## config.mk

```make
export PLATFORM = sky130hd
export DESIGN_NAME = key_auto_repeat_tracker_top
export DESIGN_NICKNAME = d
export VERILOG_FILES = /design/src/design/kart_pkg.sv /design/src/design/kart_ram.sv /design/src/design/key_auto_repeat_tracker_top.sv
export SDC_FILE = /design/constraint.sdc
export NUM_CORES = 2
export LEC_CHECK = 0
export BUFFER_PORTS_ARGS = -buffer_cell sky130_fd_sc_hd__buf_2
export CORE_MARGIN = 1
export CORE_UTILIZATION = 50
export DETAILED_ROUTE_END_ITERATION = 6
export PLACE_DENSITY_LB_ADDON = 0.05
export SETUP_SLACK_MARGIN = 0.1
export SYNTH_ARGS = -nofsm -noshare
export SYNTH_HDL_FRONTEND = slang
export SYNTH_SLANG_ARGS = --single-unit
```

## constraint.sdc

```tcl
create_clock -name i_clk -period 14.66 [get_ports i_clk]
set_input_delay 0.733 -clock i_clk [delete_from_list [all_inputs] [get_ports i_clk]]
set_output_delay 0.733 -clock i_clk [all_outputs]
set_load 0.02 [all_outputs]
```

## src/design/kart_pkg.sv

```systemverilog
// kart_pkg: shared constants for the key auto-repeat tracker
// used by key_auto_repeat_tracker_top, key_flags_checker and tb_top; no dependencies
package kart_pkg;

    // key store geometry
    localparam int NUM_KEYS = 256;
    localparam int ADDR_W   = (NUM_KEYS > 1) ? $clog2(NUM_KEYS) : 1;

    // field widths
    localparam int KEY_W   = 8;
    localparam int COUNT_W = 8;
    localparam int DELAY_W = 8;

    // counter values with a special meaning
    localparam logic [COUNT_W:0]   FIRST_COUNT  = (COUNT_W+1)'(1);
    localparam logic [COUNT_W:0]   RELOAD_COUNT = (COUNT_W+1)'(2);
    localparam logic [DELAY_W-1:0] DELAY_RESET  = DELAY_W'(24);

endpackage

```

## src/design/kart_ram.sv

```systemverilog
// kart_ram: generic single-clock ram, one write and one read port
// read data registered, held while read enable is low; no dependencies
module kart_ram #(
    parameter int WIDTH = 8,
    parameter int DEPTH = 256
) (
    input  logic                     i_clk,
    input  logic                     i_we,
    input  logic [$clog2(DEPTH)-1:0] i_waddr,
    input  logic [WIDTH-1:0]         i_wdata,
    input  logic                     i_re,
    input  logic [$clog2(DEPTH)-1:0] i_raddr,
    output logic [WIDTH-1:0]         o_rdata
);

    logic [WIDTH-1:0] r_mem [DEPTH];
    logic [WIDTH-1:0] r_rdata;

    // write port
    always_ff @(posedge i_clk) begin
        if (i_we) begin
            r_mem[i_waddr] <= i_wdata;
        end
    end

    // registered read, old data on a same-address collision
    always_ff @(posedge i_clk) begin
        if (i_re) begin
            r_rdata <= r_mem[i_raddr];
        end
    end

    assign o_rdata = r_rdata;

endmodule

```

## src/design/key_auto_repeat_tracker_top.sv

```systemverilog
// key_auto_repeat_tracker_top: per-key hold counters with typematic repeat flags
// depends on kart_pkg and kart_ram
//
//  channel  | handshake                    | payload
//  ---------+------------------------------+---------------------------------------
//  in       | i_in_valid / o_in_ready      | i_key_index, i_key_down, i_has_focus,
//           |                              | i_pointer_inside
//  out      | o_out_valid / i_out_ready    | o_key_echo, o_pressed, o_triggered,
//           |                              | o_repeated, o_clicked
//  cfg      | i_cfg_we (no wait)           | i_cfg_wdata (repeat delay)
//
// one transaction per cycle sustained while the output is not stalled; each sample
// passes the registered ram read into the update stage, then the output register.
// back-to-back samples of the same key are forwarded from the pending write.
// reset clears the valid bit of every key at once: no clearing pass needed.
// a stall on the output holds the update stage; input ready then drops.
module key_auto_repeat_tracker_top
    import kart_pkg::*;
(
    input  logic               i_clk,
    input  logic               i_rst_n,
    input  logic               i_cfg_we,
    input  logic [DELAY_W-1:0] i_cfg_wdata,
    input  logic               i_in_valid,
    output logic               o_in_ready,
    input  logic [KEY_W-1:0]   i_key_index,
    input  logic               i_key_down,
    input  logic               i_has_focus,
    input  logic               i_pointer_inside,
    output logic               o_out_valid,
    input  logic               i_out_ready,
    output logic [KEY_W-1:0]   o_key_echo,
    output logic               o_pressed,
    output logic               o_triggered,
    output logic               o_repeated,
    output logic               o_clicked
);

    // configuration
    logic [DELAY_W-1:0] r_delay;

    // update stage
    logic               r_s1_vld;
    logic [KEY_W-1:0]   r_s1_key;
    logic               r_s1_in_store;
    logic               r_s1_down;
    logic               r_s1_inside;
    logic               r_s1_kvld;
    logic               r_s1_fwd;
    logic [COUNT_W-1:0] r_s1_fwd_cnt;

    // output register
    logic               r_o_vld;
    logic [KEY_W-1:0]   r_o_key;
    logic               r_o_pressed;
    logic               r_o_trig;
    logic               r_o_rep;
    logic               r_o_click;

    logic               r_kvld [NUM_KEYS];

    logic               in_acc;
    logic               out_free;
    logic               s1_adv;
    logic               in_store;
    logic [ADDR_W-1:0]  in_addr;
    logic [ADDR_W-1:0]  s1_addr;
    logic [COUNT_W-1:0] ram_rdata;
    logic [COUNT_W-1:0] old_cnt;
    logic [COUNT_W:0]   n_cnt;
    logic               s1_we;
    logic               n_pressed;
    logic               n_trig;
    logic               n_rep;
    logic               n_click;

    // handshake
    assign out_free   = !r_o_vld || i_out_ready;
    assign s1_adv     = r_s1_vld && out_free;
    assign o_in_ready = !r_s1_vld || out_free;
    assign in_acc     = i_in_valid && o_in_ready;

    assign in_store = 32'(i_key_index) < NUM_KEYS;
    assign in_addr  = ADDR_W'(i_key_index);
    assign s1_addr  = ADDR_W'(r_s1_key);
    assign s1_we    = s1_adv && r_s1_in_store;

    // counter store
    kart_ram #(
        .WIDTH (COUNT_W),
        .DEPTH (NUM_KEYS)
    ) u_cnt_ram (
        .i_clk   (i_clk),
        .i_we    (s1_we),
        .i_waddr (s1_addr),
        .i_wdata (n_cnt[COUNT_W-1:0]),
        .i_re    (in_acc),
        .i_raddr (in_addr),
        .o_rdata (ram_rdata)
    );

    // old count: forwarded write, else ram if written since reset, else zero
    always_comb begin
        if (r_s1_fwd) begin
            old_cnt = r_s1_fwd_cnt;
        end else if (r_s1_kvld) begin
            old_cnt = ram_rdata;
        end else begin
            old_cnt = '0;
        end
    end

    // counter update and flags
    always_comb begin
        if (r_s1_down) begin
            n_cnt = {1'b0, old_cnt} + FIRST_COUNT;
            if (n_cnt == RELOAD_COUNT) begin
                n_cnt = RELOAD_COUNT + FIRST_COUNT;
            end
        end else begin
            n_cnt = '0;
        end
        n_rep = (n_cnt != '0) && ((n_cnt == FIRST_COUNT) || (n_cnt > {1'b0, r_delay}));
        if (n_rep && (n_cnt > RELOAD_COUNT)) begin
            n_cnt = RELOAD_COUNT;
        end
        n_pressed = n_cnt != '0;
        n_trig    = n_cnt == FIRST_COUNT;
        n_click   = (old_cnt != '0) && (n_cnt == '0) && r_s1_inside;
    end

    // configuration register
    always_ff @(posedge i_clk) begin
        if (!i_rst_n) begin
            r_delay <= DELAY_RESET;
        end else if (i_cfg_we) begin
            r_delay <= i_cfg_wdata;
        end
    end

    // per-key valid bits
    always_ff @(posedge i_clk) begin
        if (!i_rst_n) begin
            for (int k = 0; k < NUM_KEYS; k++) begin
                r_kvld[k] <= 1'b0;
            end
        end else if (s1_we) begin
            r_kvld[s1_addr] <= 1'b1;
        end
    end

    // update stage control
    always_ff @(posedge i_clk) begin
        if (!i_rst_n) begin
            r_s1_vld <= 1'b0;
        end else if (in_acc) begin
            r_s1_vld <= 1'b1;
        end else if (s1_adv) begin
            r_s1_vld <= 1'b0;
        end
    end

    // update stage payload, forwarding the write of the same edge
    always_ff @(posedge i_clk) begin
        if (in_acc) begin
            r_s1_key      <= i_key_index;
            r_s1_in_store <= in_store;
            r_s1_down     <= i_key_down && i_has_focus;
            r_s1_inside   <= i_pointer_inside;
            r_s1_kvld     <= r_kvld[in_addr];
            r_s1_fwd      <= s1_we && (s1_addr == in_addr);
            r_s1_fwd_cnt  <= n_cnt[COUNT_W-1:0];
        end
    end

    // output register control
    always_ff @(posedge i_clk) begin
        if (!i_rst_n) begin
            r_o_vld <= 1'b0;
        end else if (out_free) begin
            r_o_vld <= r_s1_vld;
        end
    end

    // output register payload
    always_ff @(posedge i_clk) begin
        if (s1_adv) begin
            r_o_key     <= r_s1_key;
            r_o_pressed <= r_s1_in_store && n_pressed;
            r_o_trig    <= r_s1_in_store && n_trig;
            r_o_rep     <= r_s1_in_store && n_rep;
            r_o_click   <= r_s1_in_store && n_click;
        end
    end

    assign o_out_valid = r_o_vld;
    assign o_key_echo  = r_o_key;
    assign o_pressed   = r_o_pressed;
    assign o_triggered = r_o_trig;
    assign o_repeated  = r_o_rep;
    assign o_clicked   = r_o_click;

    // input stalls only behind a pending update
    a_ready_cause: assert property (@(posedge i_clk) disable iff (!i_rst_n)
        !o_in_ready |-> (r_s1_vld && r_o_vld && !i_out_ready))
        else $error("input stalled without pending work");

    // an accepted sample always reaches the update stage
    a_accept_fill: assert property (@(posedge i_clk) disable iff (!i_rst_n)
        in_acc |=> r_s1_vld)
        else $error("accepted transaction lost");

    // the stored count never reaches the wrap value
    a_no_wrap: assert property (@(posedge i_clk) disable iff (!i_rst_n)
        s1_we |-> !n_cnt[COUNT_W])
        else $error("hold counter overflow written");

    // flag consistency on the output
    a_flags: assert property (@(posedge i_clk) disable iff (!i_rst_n)
        o_out_valid |-> (!(o_clicked && o_pressed) && (!o_triggered || o_repeated)
                         && (!o_repeated || o_pressed)))
        else $error("inconsistent key flags");

endmodule

```

==> impl_results.md <==
- Worst Path Arrival: 7990 ps
- Drc violations: 0
- EDFF count, synth: 2,088
- Initial antenna violation count: 5
- Clock Skews: 30.9 ps
- Yosys reg bits: 2,354
- Crit path launch: r_s1_fwd
- Root Buffer: clkbuf_16
- First-pass GRT wire length: 309,000 um
- Pwr/cell area: 138 mW/mm^2
- Clock tree from TritonCTS: done
- Reg2reg end: u_cnt_ram.r_mem[48][5]
- Post-Synth Simple-Gate Area: 2.08%
- Worst path required time: 15,140 ps
- Worst-Margin Slew: 1300 ps
- Bufs on Longest Clock Path: 3
- WL/cell: 31.0 um
- Sum of negative setup slack: 0 ps
- Ys async rst share: 0%
- Leading area contributor after synthesis: edfxtp_1
- Highest fanout seen on the critical path: 104
- NumNets Final: 4,354
- Clock-pin transition on the worst setup and hold timing paths: 60 ps
- Final Max Slew Viols: 0
- Vias post-DR: 42,400
- DP Area: 0.0936 sq mm
- Syn_area_per_cell: 21.6 sq um
- Vias in the first global route: 42,700
- Gpl congestion: 0.784
- CTS buffer count: 233
- First DRT Iteration DRCs: 4,179
- Internal Power: 11.1 mW
- Final WL: 214,000 um
- XOR/XNOR share of the synthesized area: 0.107%
- Mapped Cells: 4,188
- PortBufs: 37
- Clock power frac: 43.1%
- Slew HR: 12.9%
- Worst path depth: 20
- RR Startpoint: r_s1_fwd
- Die Span Y: 427 um
- DR vias/cell: 6.15
- Site Rows: 155
- VDD IR max: 0.104 mV
- Syn_nets: 4,220
- Gr usage total: 23.8%
- Final hold vios: 0
- Sequential power share: 52.4%
- R2R cell count: 20
- Initial Utilization: 50.5%
- Switch share: 20.8%
- Setup Fix Bufs, Post-CTS: 0
- Cell area after synthesis: 0.0904 sq mm
- Synth Area in Compound Gates: 3.22%
- Synth top cells by count: 2,088 x edfxtp_1, 720 x mux4_2, 269 x nor2_1
- H-Tree Depth: 4
- Count of cell types in the netlist: 52
- Final Cell Area: 0.101 sq mm
- Die width: 427 um
- Pin count of the biggest net entering global routing: 222
- Fmax: 133 MHz
- CP top delay family: simple AND/OR/NAND/NOR gates
- Multiplexer area fraction after synthesis: 18.0%
- Worst min path class: input port to flip-flop
- Synth area leaders: edfxtp_1 69%, mux4_2 18%, dfxtp_1 5.9%, o21a_1 2.2%, nor2_1 1.1%
- Leak: 32.1 nW
- Fraction of layout instances using a drive strength above 1: 27.5%
- Cell with the largest stage delay on the worst path: buf_4
- Global route overflow: 0
- IO Pins: 38
- Ys flop type: edfxtp_1
- Status: finished, final reports clean
- Max stage delay on crit path: 900 ps
- Combinational family with the most area after synthesis: multiplexers
- Psw: 2.91 mW
- Fin crit period: 7510 ps
- Sequential fraction of the synthesis area: 75.2%
- Top cell type's share of synthesized area: 69.3%
- Combinational share of power: 4.5%
- Sink Count: 2,354
- Post-DRT Antenna Nets: 0
- CP endpoint: u_cnt_ram.r_mem[48][5]
- Synth warn: 0
- RSZ-0062 raised after global routing: false
- MaxCap Viol Count: 0
- DP Wirelength: 123,000 um
- Filler Cells Inserted: 13,300
- Most frequent cell after synthesis: edfxtp_1
- Core Box Area: 0.179 sq mm
- Setup crit end kind: flip-flop
- Die ar.: 0.183 sq mm
- Worst Setup Path Type: flip-flop to flip-flop
- CP bufs+invs: 3
- Flop-to-flop setup slack: 7150 ps
- Clk Latency, worst-skew pair: 870 ps
- Drt first pass iters: 5
- Endpoints failing setup: 0
- Area Growth Syn to Fin: 12.2%
- CP startpoint kind: flip-flop
- Synth Area in Adders: 0.111%
- Critical path, cell by cell: nand3b_1 -> and2_1 -> inv_1 -> ha_1 -> and4b_1 -> or2_0 -> and4b_1 -> nor3_1 -> nor4_1 -> o21a_1 -> ha_1 -> nor2b_1 -> o21a_1 -> o21ai_0 -> a211o_1 -> o2111ai_1 -> o221ai_2 -> and2_4 -> buf_4 -> buf_4
- Final period utilization: 51.2%
==> tightest hold or removal path: stages <==
cell and delay [ps]:
buf_2 70, mux2i_1 60, nand2_1 60
==> layout by cell type (no fill, tap or decap), types with 5 or more instances in the layout <==
cell type | synthesis | final
a22oi_1 | 65 | 65
clkbuf_16 | 0 | 242
buf_12 | 0 | 10
edfxtp_1 | 2088 | 2088
buf_2 | 56 | 32
inv_1 | 10 | 10
buf_4 | 12 | 103
nand2_2 | 0 | 8
dfxtp_1 | 266 | 266
nor2b_1 | 22 | 18
o21ai_0 | 13 | 13
xor2_1 | 7 | 7
o21a_1 | 259 | 259
a22o_1 | 20 | 20
bufinv_16 | 0 | 23
mux2i_1 | 8 | 8
a21oi_1 | 9 | 9
clkbuf_8 | 0 | 25
clkinv_1 | 0 | 32
clkinv_2 | 0 | 51
nor2_1 | 269 | 268
mux4_2 | 720 | 720
and2_4 | 0 | 5
inv_6 | 0 | 5
nand3b_1 | 6 | 6
nand2_1 | 66 | 58
clkbuf_1 | 160 | 63
ha_1 | 8 | 8
nand3_1 | 38 | 34
==> flip-flops by register name, summed over array words and instances (netlist names) <==
name,count
r_s1_fwd_cnt,8
o_triggered,1
u_cnt_ram.o_rdata,8
o_pressed,1
o_clicked,1
r_s1_down,1
r_s1_key,8
r_kvld,256
r_s1_vld,1
o_key_echo,8
o_repeated,1
r_s1_fwd,1
r_s1_inside,1
r_s1_kvld,1
o_out_valid,1
r_delay,8
u_cnt_ram.r_mem,2048
==> final cells by class <==
cell class | instances | area [sq um] | area share, %
diodes | 3 | 7.51 | 0.00740
clock buffers | 329 | 6620 | 6.53
clock inverters | 116 | 1190 | 1.17
inverters | 10 | 37.5 | 0.0370
multi-input cells | 1572 | 21400 | 21.1
flip-flops and latches | 2354 | 68000 | 67.1
well taps | 2355 | 2950 | 2.91
repair buffers | 151 | 1220 | 1.20
==> stage by stage <==
step                      total power [mW]  hold slack, ps  worst slack (ps)  util, %  instances
after floorplan                       7.93             424              3240        -       4188
after global placement                8.13             441              7310     52.3       6441
after detailed placement              8.13             448              7170     52.3       6441
after CTS                             14.1            41.3              7140     56.7       6887
after global routing                  14.4            83.2              6510     56.7       6889
final                                 14.0             110              7150     56.7       6890
==> routing by layer <==
layer	global-route usage [%]	part of all wire (%)	wire [um]	vias up
li1	-	-	-	17800
met1	35.8	44	94700	22900
met2	36.1	47	99600	1396
met3	4.74	7.1	15100	272
met4	5.65	2.1	4440	0
met5	0	0	0	-
==> how the worst min path moves through the flow <==
stage / startpoint / to / cells past startpoint
5_1_grt: i_cfg_wdata[3] / r_delay[3] / 3
2_1_floorplan: r_s1_key[2] / o_key_echo[2] / 0
3_3_place_gp: r_kvld[102] / r_kvld[102] / 1
3_5_place_dp: r_kvld[90] / r_kvld[90] / 1
6_report: i_cfg_wdata[3] / r_delay[3] / 3
4_1_cts: i_cfg_wdata[3] / r_delay[3] / 3
==> cell families (layout without fill, tap and decap cells) <==
family / after synthesis / after routing
AO/OA/AOI/OAI: 387 / 387
XOR/XNOR: 11 / 11
adder cells (fa/ha/maj): 8 / 8
buffers and inverters: 262 / 606
flip-flops: 2354 / 2354
multiplexers: 728 / 728
other: 0 / 3
AND/OR/NAND/NOR: 438 / 438
==> power by group through the flow <==
stage | clock, mW | sequential [mW] | combinational [mW]
2_1_floorplan | 0 | 7.51 | 0.415
3_3_place_gp | 0 | 7.49 | 0.642
3_5_place_dp | 0 | 7.49 | 0.647
4_1_cts | 6.15 | 7.34 | 0.647
5_1_grt | 6.39 | 7.34 | 0.676
6_report | 6.04 | 7.35 | 0.634
==> timing repair <==
item | CTS | global route
hold buffers | 1 | 0
resized for setup | 0 | 0
hold endpoints to repair | 1 | 0
(Power assumes the default switching activity.)
